===== src/design/sha_pkg.sv =====
// Shared types, constants and round functions for the SHA-256 digest core.
package sha_pkg;

  localparam int unsigned FIFO_DEPTH = 4;

  typedef struct packed {
    logic [31:0] word;
    logic        last;
  } qword_t;

  localparam logic [31:0] InitH [8] = '{
    32'h6a09e667, 32'hbb67ae85, 32'h3c6ef372, 32'ha54ff53a,
    32'h510e527f, 32'h9b05688c, 32'h1f83d9ab, 32'h5be0cd19
  };

  localparam logic [31:0] RoundK [64] = '{
    32'h428a2f98, 32'h71374491, 32'hb5c0fbcf, 32'he9b5dba5,
    32'h3956c25b, 32'h59f111f1, 32'h923f82a4, 32'hab1c5ed5,
    32'hd807aa98, 32'h12835b01, 32'h243185be, 32'h550c7dc3,
    32'h72be5d74, 32'h80deb1fe, 32'h9bdc06a7, 32'hc19bf174,
    32'he49b69c1, 32'hefbe4786, 32'h0fc19dc6, 32'h240ca1cc,
    32'h2de92c6f, 32'h4a7484aa, 32'h5cb0a9dc, 32'h76f988da,
    32'h983e5152, 32'ha831c66d, 32'hb00327c8, 32'hbf597fc7,
    32'hc6e00bf3, 32'hd5a79147, 32'h06ca6351, 32'h14292967,
    32'h27b70a85, 32'h2e1b2138, 32'h4d2c6dfc, 32'h53380d13,
    32'h650a7354, 32'h766a0abb, 32'h81c2c92e, 32'h92722c85,
    32'ha2bfe8a1, 32'ha81a664b, 32'hc24b8b70, 32'hc76c51a3,
    32'hd192e819, 32'hd6990624, 32'hf40e3585, 32'h106aa070,
    32'h19a4c116, 32'h1e376c08, 32'h2748774c, 32'h34b0bcb5,
    32'h391c0cb3, 32'h4ed8aa4a, 32'h5b9cca4f, 32'h682e6ff3,
    32'h748f82ee, 32'h78a5636f, 32'h84c87814, 32'h8cc70208,
    32'h90befffa, 32'ha4506ceb, 32'hbef9a3f7, 32'hc67178f2
  };

  function automatic logic [31:0] rotr(logic [31:0] x, int unsigned n);
    return (x >> n) | (x << (32 - n));
  endfunction

  function automatic logic [31:0] big_sigma0(logic [31:0] x);
    return rotr(x, 2) ^ rotr(x, 13) ^ rotr(x, 22);
  endfunction

  function automatic logic [31:0] big_sigma1(logic [31:0] x);
    return rotr(x, 6) ^ rotr(x, 11) ^ rotr(x, 25);
  endfunction

  function automatic logic [31:0] small_sigma0(logic [31:0] x);
    return rotr(x, 7) ^ rotr(x, 18) ^ (x >> 3);
  endfunction

  function automatic logic [31:0] small_sigma1(logic [31:0] x);
    return rotr(x, 17) ^ rotr(x, 19) ^ (x >> 10);
  endfunction

endpackage


===== src/design/sha256_message_digest_core.sv =====
// SHA-256 digest core: one message byte per input beat, eight digest words per message.
// Throughput: one byte beat per cycle into the packer while it is not padding and the
// four-word queue is not full; each 64-byte block is loaded as 16 words, run through 64
// rounds in the single-round engine and then added, and the queue holds only 16 bytes meanwhile.
// After the final beat: padding bytes, one or two compressions, then 8 digest beats.
// Reset: asynchronous, clears counters and queue and loads the SHA-256 initial values.
module sha256_message_digest_core import sha_pkg::*; #(
  parameter int unsigned FifoDepth = FIFO_DEPTH
) (
  input  logic        clk_i,
  input  logic        rst_ni,
  input  logic        in_valid_i,
  output logic        in_ready_o,
  input  logic [7:0]  message_byte_i,
  input  logic        byte_present_i,
  input  logic        end_of_message_i,
  output logic        out_valid_o,
  input  logic        out_ready_i,
  output logic [31:0] digest_word_o,
  output logic [2:0]  word_index_o,
  output logic        last_word_o
);

  logic   push, full, pop, qvalid;
  qword_t push_data, pop_data;

  sha_front u_front (
    .clk_i            (clk_i),
    .rst_ni           (rst_ni),
    .in_valid_i       (in_valid_i),
    .in_ready_o       (in_ready_o),
    .message_byte_i   (message_byte_i),
    .byte_present_i   (byte_present_i),
    .end_of_message_i (end_of_message_i),
    .push_o           (push),
    .push_data_o      (push_data),
    .full_i           (full)
  );

  sha_fifo #(
    .Depth (FifoDepth)
  ) u_fifo (
    .clk_i       (clk_i),
    .rst_ni      (rst_ni),
    .push_i      (push),
    .push_data_i (push_data),
    .full_o      (full),
    .pop_i       (pop),
    .valid_o     (qvalid),
    .pop_data_o  (pop_data)
  );

  sha_back u_back (
    .clk_i         (clk_i),
    .rst_ni        (rst_ni),
    .pop_valid_i   (qvalid),
    .pop_data_i    (pop_data),
    .pop_o         (pop),
    .out_valid_o   (out_valid_o),
    .out_ready_i   (out_ready_i),
    .digest_word_o (digest_word_o),
    .word_index_o  (word_index_o),
    .last_word_o   (last_word_o)
  );

endmodule


===== src/design/sha_front.sv =====
// Byte packer and padding generator: turns message beats into 32-bit schedule words.
module sha_front import sha_pkg::*; (
  input  logic        clk_i,
  input  logic        rst_ni,
  input  logic        in_valid_i,
  output logic        in_ready_o,
  input  logic [7:0]  message_byte_i,
  input  logic        byte_present_i,
  input  logic        end_of_message_i,
  output logic        push_o,
  output qword_t      push_data_o,
  input  logic        full_i
);

  typedef enum logic [3:0] {
    F_IDLE = 4'b0001,
    F_MARK = 4'b0010,
    F_ZERO = 4'b0100,
    F_LEN  = 4'b1000
  } front_e;

  front_e      state_q, state_d;
  logic [5:0]  pos_q, pos_d;
  logic [23:0] acc_q, acc_d;
  logic [63:0] cnt_q, cnt_d;
  logic [63:0] len_q, len_d;

  logic       accept, byte_v, byte_fire, word_end;
  logic [7:0] byte_d;

  assign in_ready_o = (state_q == F_IDLE) && !full_i;
  assign accept     = in_valid_i && in_ready_o;
  assign word_end   = (pos_q[1:0] == 2'b11);

  always_comb begin
    byte_v = 1'b0;
    byte_d = 8'h00;
    case (state_q)
      F_IDLE: begin
        byte_v = accept && byte_present_i;
        byte_d = message_byte_i;
      end
      F_MARK: begin
        byte_v = 1'b1;
        byte_d = 8'h80;
      end
      F_ZERO: begin
        byte_v = (pos_q != 6'd56);
      end
      F_LEN: begin
        byte_v = 1'b1;
        byte_d = len_q[63:56];
      end
      default: ;
    endcase
  end

  assign byte_fire        = byte_v && !(word_end && full_i);
  assign push_o           = byte_fire && word_end;
  assign push_data_o.word = {acc_q, byte_d};
  assign push_data_o.last = (state_q == F_LEN) && (pos_q == 6'd63);

  always_comb begin
    state_d = state_q;
    pos_d   = pos_q;
    acc_d   = acc_q;
    cnt_d   = cnt_q;
    len_d   = len_q;
    if (byte_fire) begin
      pos_d = pos_q + 6'd1;
      acc_d = {acc_q[15:0], byte_d};
    end
    case (state_q)
      F_IDLE: begin
        if (accept) begin
          if (end_of_message_i) begin
            len_d   = cnt_q + (byte_present_i ? 64'd8 : 64'd0);
            cnt_d   = '0;
            state_d = F_MARK;
          end else if (byte_present_i) begin
            cnt_d = cnt_q + 64'd8;
          end
        end
      end
      F_MARK: begin
        if (byte_fire) state_d = F_ZERO;
      end
      F_ZERO: begin
        if (pos_q == 6'd56) state_d = F_LEN;
      end
      F_LEN: begin
        if (byte_fire) begin
          len_d = {len_q[55:0], 8'h00};
          if (pos_q == 6'd63) state_d = F_IDLE;
        end
      end
      default: state_d = F_IDLE;
    endcase
  end

  always_ff @(posedge clk_i or negedge rst_ni) begin
    if (!rst_ni) begin
      state_q <= F_IDLE;
      pos_q   <= '0;
      cnt_q   <= '0;
    end else begin
      state_q <= state_d;
      pos_q   <= pos_d;
      cnt_q   <= cnt_d;
    end
  end

  always_ff @(posedge clk_i) begin
    acc_q <= acc_d;
    len_q <= len_d;
  end

endmodule


===== src/design/sha_fifo.sv =====
// Short word queue between the byte front end and the compression back end.
module sha_fifo import sha_pkg::*; #(
  parameter int unsigned Depth = FIFO_DEPTH
) (
  input  logic   clk_i,
  input  logic   rst_ni,
  input  logic   push_i,
  input  qword_t push_data_i,
  output logic   full_o,
  input  logic   pop_i,
  output logic   valid_o,
  output qword_t pop_data_o
);

  localparam int unsigned PtrW = (Depth > 1) ? $clog2(Depth) : 1;
  localparam int unsigned CntW = $clog2(Depth + 1);

  qword_t            mem_q [Depth];
  logic [PtrW-1:0]   wptr_q, rptr_q;
  logic [CntW-1:0]   cnt_q;

  assign full_o     = (cnt_q == CntW'(Depth));
  assign valid_o    = (cnt_q != '0);
  assign pop_data_o = mem_q[rptr_q];

  function automatic logic [PtrW-1:0] wrap_inc(logic [PtrW-1:0] p);
    return (p == PtrW'(Depth - 1)) ? '0 : p + PtrW'(1);
  endfunction

  always_ff @(posedge clk_i) begin
    if (push_i) mem_q[wptr_q] <= push_data_i;
  end

  always_ff @(posedge clk_i or negedge rst_ni) begin
    if (!rst_ni) begin
      wptr_q <= '0;
      rptr_q <= '0;
      cnt_q  <= '0;
    end else begin
      if (push_i) wptr_q <= wrap_inc(wptr_q);
      if (pop_i)  rptr_q <= wrap_inc(rptr_q);
      if (push_i && !pop_i) begin
        cnt_q <= cnt_q + CntW'(1);
      end else if (pop_i && !push_i) begin
        cnt_q <= cnt_q - CntW'(1);
      end
    end
  end

endmodule


===== src/design/sha_back.sv =====
// Compression engine: schedule window, one round per cycle, chaining update and digest beats.
module sha_back import sha_pkg::*; (
  input  logic        clk_i,
  input  logic        rst_ni,
  input  logic        pop_valid_i,
  input  qword_t      pop_data_i,
  output logic        pop_o,
  output logic        out_valid_o,
  input  logic        out_ready_i,
  output logic [31:0] digest_word_o,
  output logic [2:0]  word_index_o,
  output logic        last_word_o
);

  typedef enum logic [3:0] {
    B_LOAD  = 4'b0001,
    B_ROUND = 4'b0010,
    B_ADD   = 4'b0100,
    B_OUT   = 4'b1000
  } back_e;

  back_e       state_q, state_d;
  logic [5:0]  cnt_q, cnt_d;
  logic        final_q, final_d;
  logic [31:0] w_q [16];
  logic [31:0] w_d [16];
  logic [31:0] v_q [8];
  logic [31:0] v_d [8];
  logic [31:0] h_q [8];
  logic [31:0] h_d [8];
  logic        ovalid_q, ovalid_d;
  logic [31:0] oword_q, oword_d;
  logic [2:0]  oidx_q, oidx_d;
  logic        olast_q, olast_d;

  logic [31:0] w_next, t1, t2;

  assign pop_o  = (state_q == B_LOAD) && pop_valid_i;
  assign w_next = small_sigma1(w_q[14]) + w_q[9] + small_sigma0(w_q[1]) + w_q[0];
  assign t1     = v_q[7] + big_sigma1(v_q[4]) + ((v_q[4] & v_q[5]) ^ (~v_q[4] & v_q[6]))
                + RoundK[cnt_q] + w_q[0];
  assign t2     = big_sigma0(v_q[0])
                + ((v_q[0] & v_q[1]) ^ (v_q[0] & v_q[2]) ^ (v_q[1] & v_q[2]));

  assign out_valid_o   = ovalid_q;
  assign digest_word_o = oword_q;
  assign word_index_o  = oidx_q;
  assign last_word_o   = olast_q;

  always_comb begin
    state_d  = state_q;
    cnt_d    = cnt_q;
    final_d  = final_q;
    w_d      = w_q;
    v_d      = v_q;
    h_d      = h_q;
    ovalid_d = ovalid_q && !out_ready_i;
    oword_d  = oword_q;
    oidx_d   = oidx_q;
    olast_d  = olast_q;
    case (state_q)
      B_LOAD: begin
        if (pop_o) begin
          for (int i = 0; i < 15; i++) w_d[i] = w_q[i+1];
          w_d[15] = pop_data_i.word;
          cnt_d   = cnt_q + 6'd1;
          if (cnt_q == 6'd15) begin
            final_d = pop_data_i.last;
            v_d     = h_q;
            cnt_d   = '0;
            state_d = B_ROUND;
          end
        end
      end
      B_ROUND: begin
        for (int i = 0; i < 15; i++) w_d[i] = w_q[i+1];
        w_d[15] = w_next;
        v_d[7]  = v_q[6];
        v_d[6]  = v_q[5];
        v_d[5]  = v_q[4];
        v_d[4]  = v_q[3] + t1;
        v_d[3]  = v_q[2];
        v_d[2]  = v_q[1];
        v_d[1]  = v_q[0];
        v_d[0]  = t1 + t2;
        cnt_d   = cnt_q + 6'd1;
        if (cnt_q == 6'd63) state_d = B_ADD;
      end
      B_ADD: begin
        for (int i = 0; i < 8; i++) h_d[i] = h_q[i] + v_q[i];
        cnt_d   = '0;
        state_d = final_q ? B_OUT : B_LOAD;
      end
      B_OUT: begin
        if (!ovalid_q || out_ready_i) begin
          ovalid_d = 1'b1;
          oword_d  = h_q[cnt_q[2:0]];
          oidx_d   = cnt_q[2:0];
          olast_d  = (cnt_q[2:0] == 3'd7);
          cnt_d    = cnt_q + 6'd1;
          if (cnt_q[2:0] == 3'd7) begin
            h_d     = InitH;
            cnt_d   = '0;
            state_d = B_LOAD;
          end
        end
      end
      default: state_d = B_LOAD;
    endcase
  end

  always_ff @(posedge clk_i or negedge rst_ni) begin
    if (!rst_ni) begin
      state_q  <= B_LOAD;
      cnt_q    <= '0;
      final_q  <= 1'b0;
      h_q      <= InitH;
      ovalid_q <= 1'b0;
    end else begin
      state_q  <= state_d;
      cnt_q    <= cnt_d;
      final_q  <= final_d;
      h_q      <= h_d;
      ovalid_q <= ovalid_d;
    end
  end

  always_ff @(posedge clk_i) begin
    w_q     <= w_d;
    v_q     <= v_d;
    oword_q <= oword_d;
    oidx_q  <= oidx_d;
    olast_q <= olast_d;
  end

endmodule

===== config.mk =====
export PLATFORM = sky130hd
export DESIGN_NAME = sha256_message_digest_core
export DESIGN_NICKNAME = d
export VERILOG_FILES = /design/src/design/sha_pkg.sv /design/src/design/sha256_message_digest_core.sv /design/src/design/sha_front.sv /design/src/design/sha_fifo.sv /design/src/design/sha_back.sv
export SDC_FILE = /design/constraint.sdc
export NUM_CORES = 2
export LEC_CHECK = 0
export BUFFER_PORTS_ARGS = -buffer_cell sky130_fd_sc_hd__clkbuf_2
export CAP_MARGIN = 0
export CORE_MARGIN = 2
export CORE_UTILIZATION = 55
export CTS_CLUSTER_SIZE = 14
export DETAILED_ROUTE_END_ITERATION = 10
export HOLD_SLACK_MARGIN = 0.03
export PLACE_DENSITY = 0.71
export SLEW_MARGIN = 20
export SYNTH_ARGS = -nofsm -noshare
export SYNTH_HDL_FRONTEND = slang
export SYNTH_HIERARCHICAL = 1
export SYNTH_SLANG_ARGS = --single-unit

===== constraint.sdc =====
create_clock -name clk_i -period 16.8 [get_ports clk_i]
set_clock_uncertainty 0.1 [all_clocks]
set_input_delay 0 -clock clk_i [delete_from_list [all_inputs] [get_ports clk_i]]
set_output_delay 0 -clock clk_i [all_outputs]
set_load 0.005 [all_outputs]

# Yosys cells after proc, flatten, opt, wreduce, memory -nomap -nowiden
# Memories as Yosys holds them, arrays and structs flattened.
# Cells that the tools add are included.
[classes]
magnitude_cmp = 2
add_sub_neg = 26
div_mod_pow = 0
shift = 0
reduce_logical = 36
bitwise = 29
mux = 49
eq_ne = 29
mul = 0
[op_table]
columns = ["operator", "n"]
rows = [
  ["2-to-1 mux 256 bit", 4],
  ["case mux 256 bit (2 select lines)", 2],
  ["case mux 512 bit (2 select lines)", 1],
  ["adder 32 bit", 18],
  ["2-to-1 mux 512 bit", 1],
  ["2-to-1 mux 64 bit", 5],
  ["XOR 32 bit", 9],
  ["AND 32 bit", 5],
  ["2-to-1 mux 32 bit", 4],
  ["case mux 64 bit (2 select lines)", 1],
  ["binary-select mux 32 bit (select 3 bit)", 1],
  ["adder 64 x 4 -> 64 bit, second input constant", 1],
  ["adder 64 bit", 1],
  ["2-to-1 mux 4 bit", 13],
  ["NOT 32 bit", 1],
  ["OR 10 x 32 -> 32 bit", 1],
  ["OR 13 x 32 -> 32 bit", 1],
  ["OR 14 x 32 -> 32 bit", 1],
  ["OR 15 x 32 -> 32 bit", 1],
  ["OR 19 x 32 -> 32 bit", 1],
  ["OR 21 x 32 -> 32 bit", 1],
  ["OR 25 x 32 -> 32 bit", 1],
  ["OR 26 x 32 -> 32 bit", 1],
  ["OR 30 x 32 -> 32 bit", 1],
  ["other kinds (42)", 95],
]
[totals]
latchBits = 0
inputBits = 14
output_inout_bits = 38
n_memories = 2
ramBits = 132
regBits = 1241
rom_bits = 2048
wordCells = 220
[mem_list]
columns = ["name", "words", "width", "read_ports", "rd_clocked_by_memory_dff", "wr", "line", "text"]
rows = [
  ["(name not given)", 64, 32, 1, 0, 0, "sha_back.sv:41", "+ RoundK[cnt_q] + w_q[0];"],
  ["u_fifo.mem_q", 4, 33, 1, 0, 1, "sha_fifo.sv:18", "qword_t mem_q [Depth];"],
]

# Longest topological paths before layout
[depth]
depth_word = 12
ltp_mapped = 38
ltp_nobuf = 36

# Hierarchy
# Netlist, hierarchy kept.
[modules_own_cells]
columns = ["mod", "instances", "cells_per_inst", "seq_area_each_um2", "area_each_um2"]
rows = [
  ["sha_back", 1, 6429, 31021.0, 67180.7],
  ["sha_front", 1, 895, 4330.4, 8745.9],
  ["sha_fifo", 1, 210, 4139.0, 5230.0],
]

# Worst setup path before layout
# OpenSTA, ideal clock, no wires.
[synth_timing]
path_type = "register -> register"
startpoint = "register u_back.state_q[3]"
endpoint = "register u_back/v_q[0] (netlist name), enable pin"
t_arrival_ns = 13.782
synth_period_minus_slack_ns = 14.841
setup_ns = 0.959
stages_incl_launch_ff = 7
t_required_ns = 15.741
slack_ns = 1.959
n_path_buf = 3
cell_sequence = "dfrtp_1 -> clkbuf_1 -> nor4_1 -> clkbuf_1 -> clkbuf_1 -> a21oi_1 -> a21oi_1"
[synth_between]
elab_chain_cells = 4
word_cells_on_any_way = 7
cone_classes = "4 x eq/ne; 3 x reduce/logical"
[synth_lines]
columns = ["element", "line", "text"]
rows = [
  ["start: declaration", "sha_back.sv:22", "back_e state_q, state_d;"],
  ["start signal: assignment", "sha_back.sv:120", "state_q <= state_d;"],
  ["== test 4 x 1 -> 1 bit", "sha_back.sv:38, sha_back.sv:61", ""],
  ["logical AND 1 bit", "sha_back.sv:38", "assign pop_o = (state_q == B_LOAD) && pop_valid_i;"],
  ["!= test 2 bit (no source line)", "--", ""],
  ["AND reduction 3 bit (no source line) *", "--", ""],
  ["end signal: assignment", "sha_back.sv:130", "v_q <= v_d;"],
  ["end: declaration", "sha_back.sv:27", "logic [31:0] v_q [8];"],
]
# Mark *: on every way between the ends. The rest lies on a longest branch, timed or not.
# A chain may end at the register's enable or synchronous reset.

==> results.txt <==
The number of buffer cells added on primary ports came out at 51. After synthesis, the netlist uses 113 different library cells. The depth of the most critical reg-to-reg path is 34. The maximum buffer depth of the clock tree came out at 3. Dividing the detail-routed via count by the number of cells gives 6.31. Setup violations remaining at the end of the flow were counted as 0. The final routed DRC violation total came out at 0. The run finished with clean final reports.

The weighted congestion reported at the end of routability-driven placement is 1.00. The number of H-tree branching levels came out at 4. The core region is 0.146 sq mm. The worst hold endpoint is u_front/cnt_q[5]. The total number of nets in the final design is 8091.

The met3 global-route usage is 0.0683. The routed length per placed instance came out at 26.7 um. The arrival time of data at the critical path endpoint is ~11 ns. CTS placed an instance of sky130_fd_sc_hd__clkbuf_16 at the clock tree root. The initial core utilization is 0.556. The number of instances on the worst hold path is 5. met2 is the most crowded layer.

The maximum clock rate came out at 98.0 MHz. The worst setup path is launched from a flop. The post-CTS setup repair buffer count is 0. The number of detailed-route iterations in the first pass is 7.

The count of max-cap constraint violations is 0. The dominant register cell in the synthesized netlist is sky130_fd_sc_hd__edfxtp_1. Once placement finished, the instance area stood at a little over 0.08 sq mm. The total track usage came out at 0.333. The final number of max-transition violations is 0. The type of the worst setup path is reg2reg. For this run, the register share of the synthesized area comes to 0.487. The cell with the largest stage delay on the worst path is sky130_fd_sc_hd__dfrtp_4. A synthesized cell averages about 11 sq um. Row generation in the floorplan step produced 140 rows.

The CTS tree is yes. The wire length of the first global-routing pass came out at 374000 um. Across all register-to-register paths, the minimum setup slack is 6.59 ns. The netlist area before placement came out at just over 0.08 sq mm. The transition time of the tightest slew-check pin is 1.29 ns.

The number of enable-type register cells in the synthesized netlist came out at 1021. The largest net degree at the start of global routing is 190. The final standard cell area without fillers came out at 0.0881 sq mm.

For this run, global-route usage on met2 was measured as 0.501. The highest fanout seen on the critical path came out at 47. The share of async-settable or async-resettable flops after synthesis came out at 0.253. Buffers inserted during clock tree synthesis total 151. The final sum of negative setup slack is 0 ns. The number of global-route vias before repair was 56500. The endpoint of the worst-slack reg-to-reg timing path is u_back/v_q[254].

For this block, the via count after detailed routing is about 60000. The area growth from synthesis to layout came out at 8.61%. Among the stages of the critical path, the cell type that occurs most often is sky130_fd_sc_hd__a21oi_1. The number of nets in the synthesized netlist came out at 8152.

The post-detailed-routing wire length is 254000 um. The leftover overflow at the end of global routing came out at 0. The count of clock tree sinks is 1367. After legalization and detailed placement, the total HPWL measured approximately 180000 um. The clock latency at the later pin of the worst-skew pair is 0.80 ns. The width of the die is about 390 um. For this run, the slowest stage of the critical path takes around 0.8 ns.

In the layout the commonest cells are sky130_fd_sc_hd__nand2_1, sky130_fd_sc_hd__edfxtp_1, sky130_fd_sc_hd__o21ai_0. After clock tree synthesis, the clock-pin slew on the worst setup and hold paths is 0.06 ns. The total I/O pin count is 52.

The worst setup path is captured at a flop. The number of warnings issued by yosys is 6. The detail route stage leaves a number of antenna-violating nets equal to 0. The post-synthesis instance total came out at 7534.

STA puts the critical path data required time at 17.28 ns. The leading cell type in the layout, fill and taps excluded is sky130_fd_sc_hd__nand2_1. The clock period could shrink to 10.21 ns. The worst hold path belongs to the class in2reg. The filler cells instantiated in the layout total 11800. The portion of the clock cycle consumed by the worst path in the final layout is 0.608. Of the cells placed in the final design, the portion with a size suffix greater than 1 is 0.0917. The count of state elements after synthesis came out at 1367. Setup repair after global routing left no endpoint under its margin. The die extent in y came out at ~390 um. The worst register-to-register path begins at u_back/cnt_q[1]. The detailed router finished its first iteration with slightly above 7000 violations. The tightest slew margin relative to the limit came out at 0.140. The final-report hold violation count was 0.

The number of antenna violations at the first check in global routing came out at 6. In this run the most critical hold path is launched from end_of_message_i. The floorplan step defined a die boundary enclosing 0.151 sq mm. The met1 track utilization from global routing is 0.490.
[stage by stage]
step	worst slack (ns)	instances	hold WS [ns]	util
final	6.59	9518	0.0804	0.603
after global routing	6.11	9515	0.129	0.603
after CTS	6.80	9514	0.0362	0.603
after detailed placement	6.79	9217	0.0699	0.569
after global placement	6.85	9217	0.0732	0.569
after floorplan	1.96	7534	-0.396	-
[synth_stat cells (all sizes together), types with 26 or more instances]
cell | count | area (sq um)
a211oi | 43 | 328
a21o | 179 | 1340
a21oi | 499 | 2500
a22o | 27 | 236
a31oi | 56 | 363
and2 | 35 | 219
and3 | 37 | 231
and4 | 26 | 228
buf | 77 | 402
clkbuf | 281 | 1060
dfrtp | 208 | 5200
dfstp | 138 | 3630
edfxtp | 1021 | 30700
fa | 198 | 3960
ha | 406 | 5080
inv | 428 | 1610
mux2 | 36 | 405
mux4 | 101 | 2290
nand2 | 1161 | 4360
nand2b | 80 | 500
nand3 | 111 | 566
nand4 | 85 | 589
nor2 | 370 | 1390
nor2b | 48 | 300
nor3 | 84 | 437
nor4 | 30 | 239
o211ai | 29 | 223
o21a | 40 | 300
o21ai | 565 | 2830
o21bai | 44 | 330
o31ai | 53 | 408
or3 | 64 | 400
or4 | 27 | 210
xnor2 | 382 | 3350
xor2 | 265 | 2320
[worst max path at each step]
stage	start	to	slack, ns	cells after the start
floorplan	u_back/state_q[3]	u_back/v_q[0]	1.96	6
global placement	u_back/cnt_q[1]	u_back/v_q[254]	6.85	34
detailed placement	u_back/cnt_q[1]	u_back/v_q[254]	6.79	34
CTS	u_back/cnt_q[1]	u_back/v_q[254]	6.80	34
global route	u_back/cnt_q[1]	u_back/v_q[254]	6.11	34
finish	u_back/cnt_q[1]	u_back/v_q[254]	6.59	34
[critical path, delay by kind of cell, from the launching register on]
| kind | cells | cell delay [ns] |
|---|---|---|
| AO/OA/AOI/OAI | 16 | 3.52 |
| adder cells (fa/ha/maj) | 7 | 3.23 |
| flip-flops | 1 | 0.80 |
| XOR/XNOR | 1 | 0.20 |
| buffers and inverters | 4 | 0.99 |
| AND/OR/NAND/NOR | 6 | 1.11 |
[layer usage]
layer	share of wire	up-vias
met4	0.031	0
met2	0.45	2845
met5	0	-
met3	0.092	418
li1	-	26800
met1	0.43	29900
[kinds of logic (layout without fill, tap and decap cells)]
family,after synthesis,after routing,share of synthesized area
fa+ha+maj,607,607,0.112
mux,160,160,0.0361
buf+inv,789,853,0.0379
simple gates,2207,2207,0.124
flops,1367,1367,0.487
other cells,0,3,0
xor+xnor,647,647,0.0698
compound gates,1757,1757,0.134
[layout make-up]
class / count / area [sq um] / share of cell area
Inverter: 431 / 1620 / 0.0184
Clock buffer: 221 / 4260 / 0.0483
Sequential cell: 1367 / 39500 / 0.448
Clock inverter: 57 / 604 / 0.00686
Timing Repair Buffer: 144 / 1080 / 0.0123
Tap cell: 1917 / 2400 / 0.0272
Multi-Input combinational cell: 5378 / 38700 / 0.439
Antenna cell: 3 / 7.51 / 0.0000852
[registers in the layout, summed over array words and instances, names as in the netlist, 2 cells and up]
name	count
u_back/digest_word_o	32
u_back/h_q	256
u_back/word_index_o	3
u_fifo/cnt_q	3
u_fifo/wptr_q	2
u_back/cnt_q	6
u_front/cnt_q	61
u_fifo/rptr_q	2
u_back/state_q	4
u_fifo/mem_q	132
u_back/w_q	512
u_back/v_q	256
u_front/acc_q	24
u_front/state_q	4
u_front/pos_q	6
u_front/len_q	61
[what timing repair did]
action,in CTS,in global routing
endpoints found under the hold margin,187,0
resized for setup,0,0
hold buffers,19,0
Power is not shown: default switching activity piles up to over one toggle a cycle in this logic, so the estimate is an artifact.
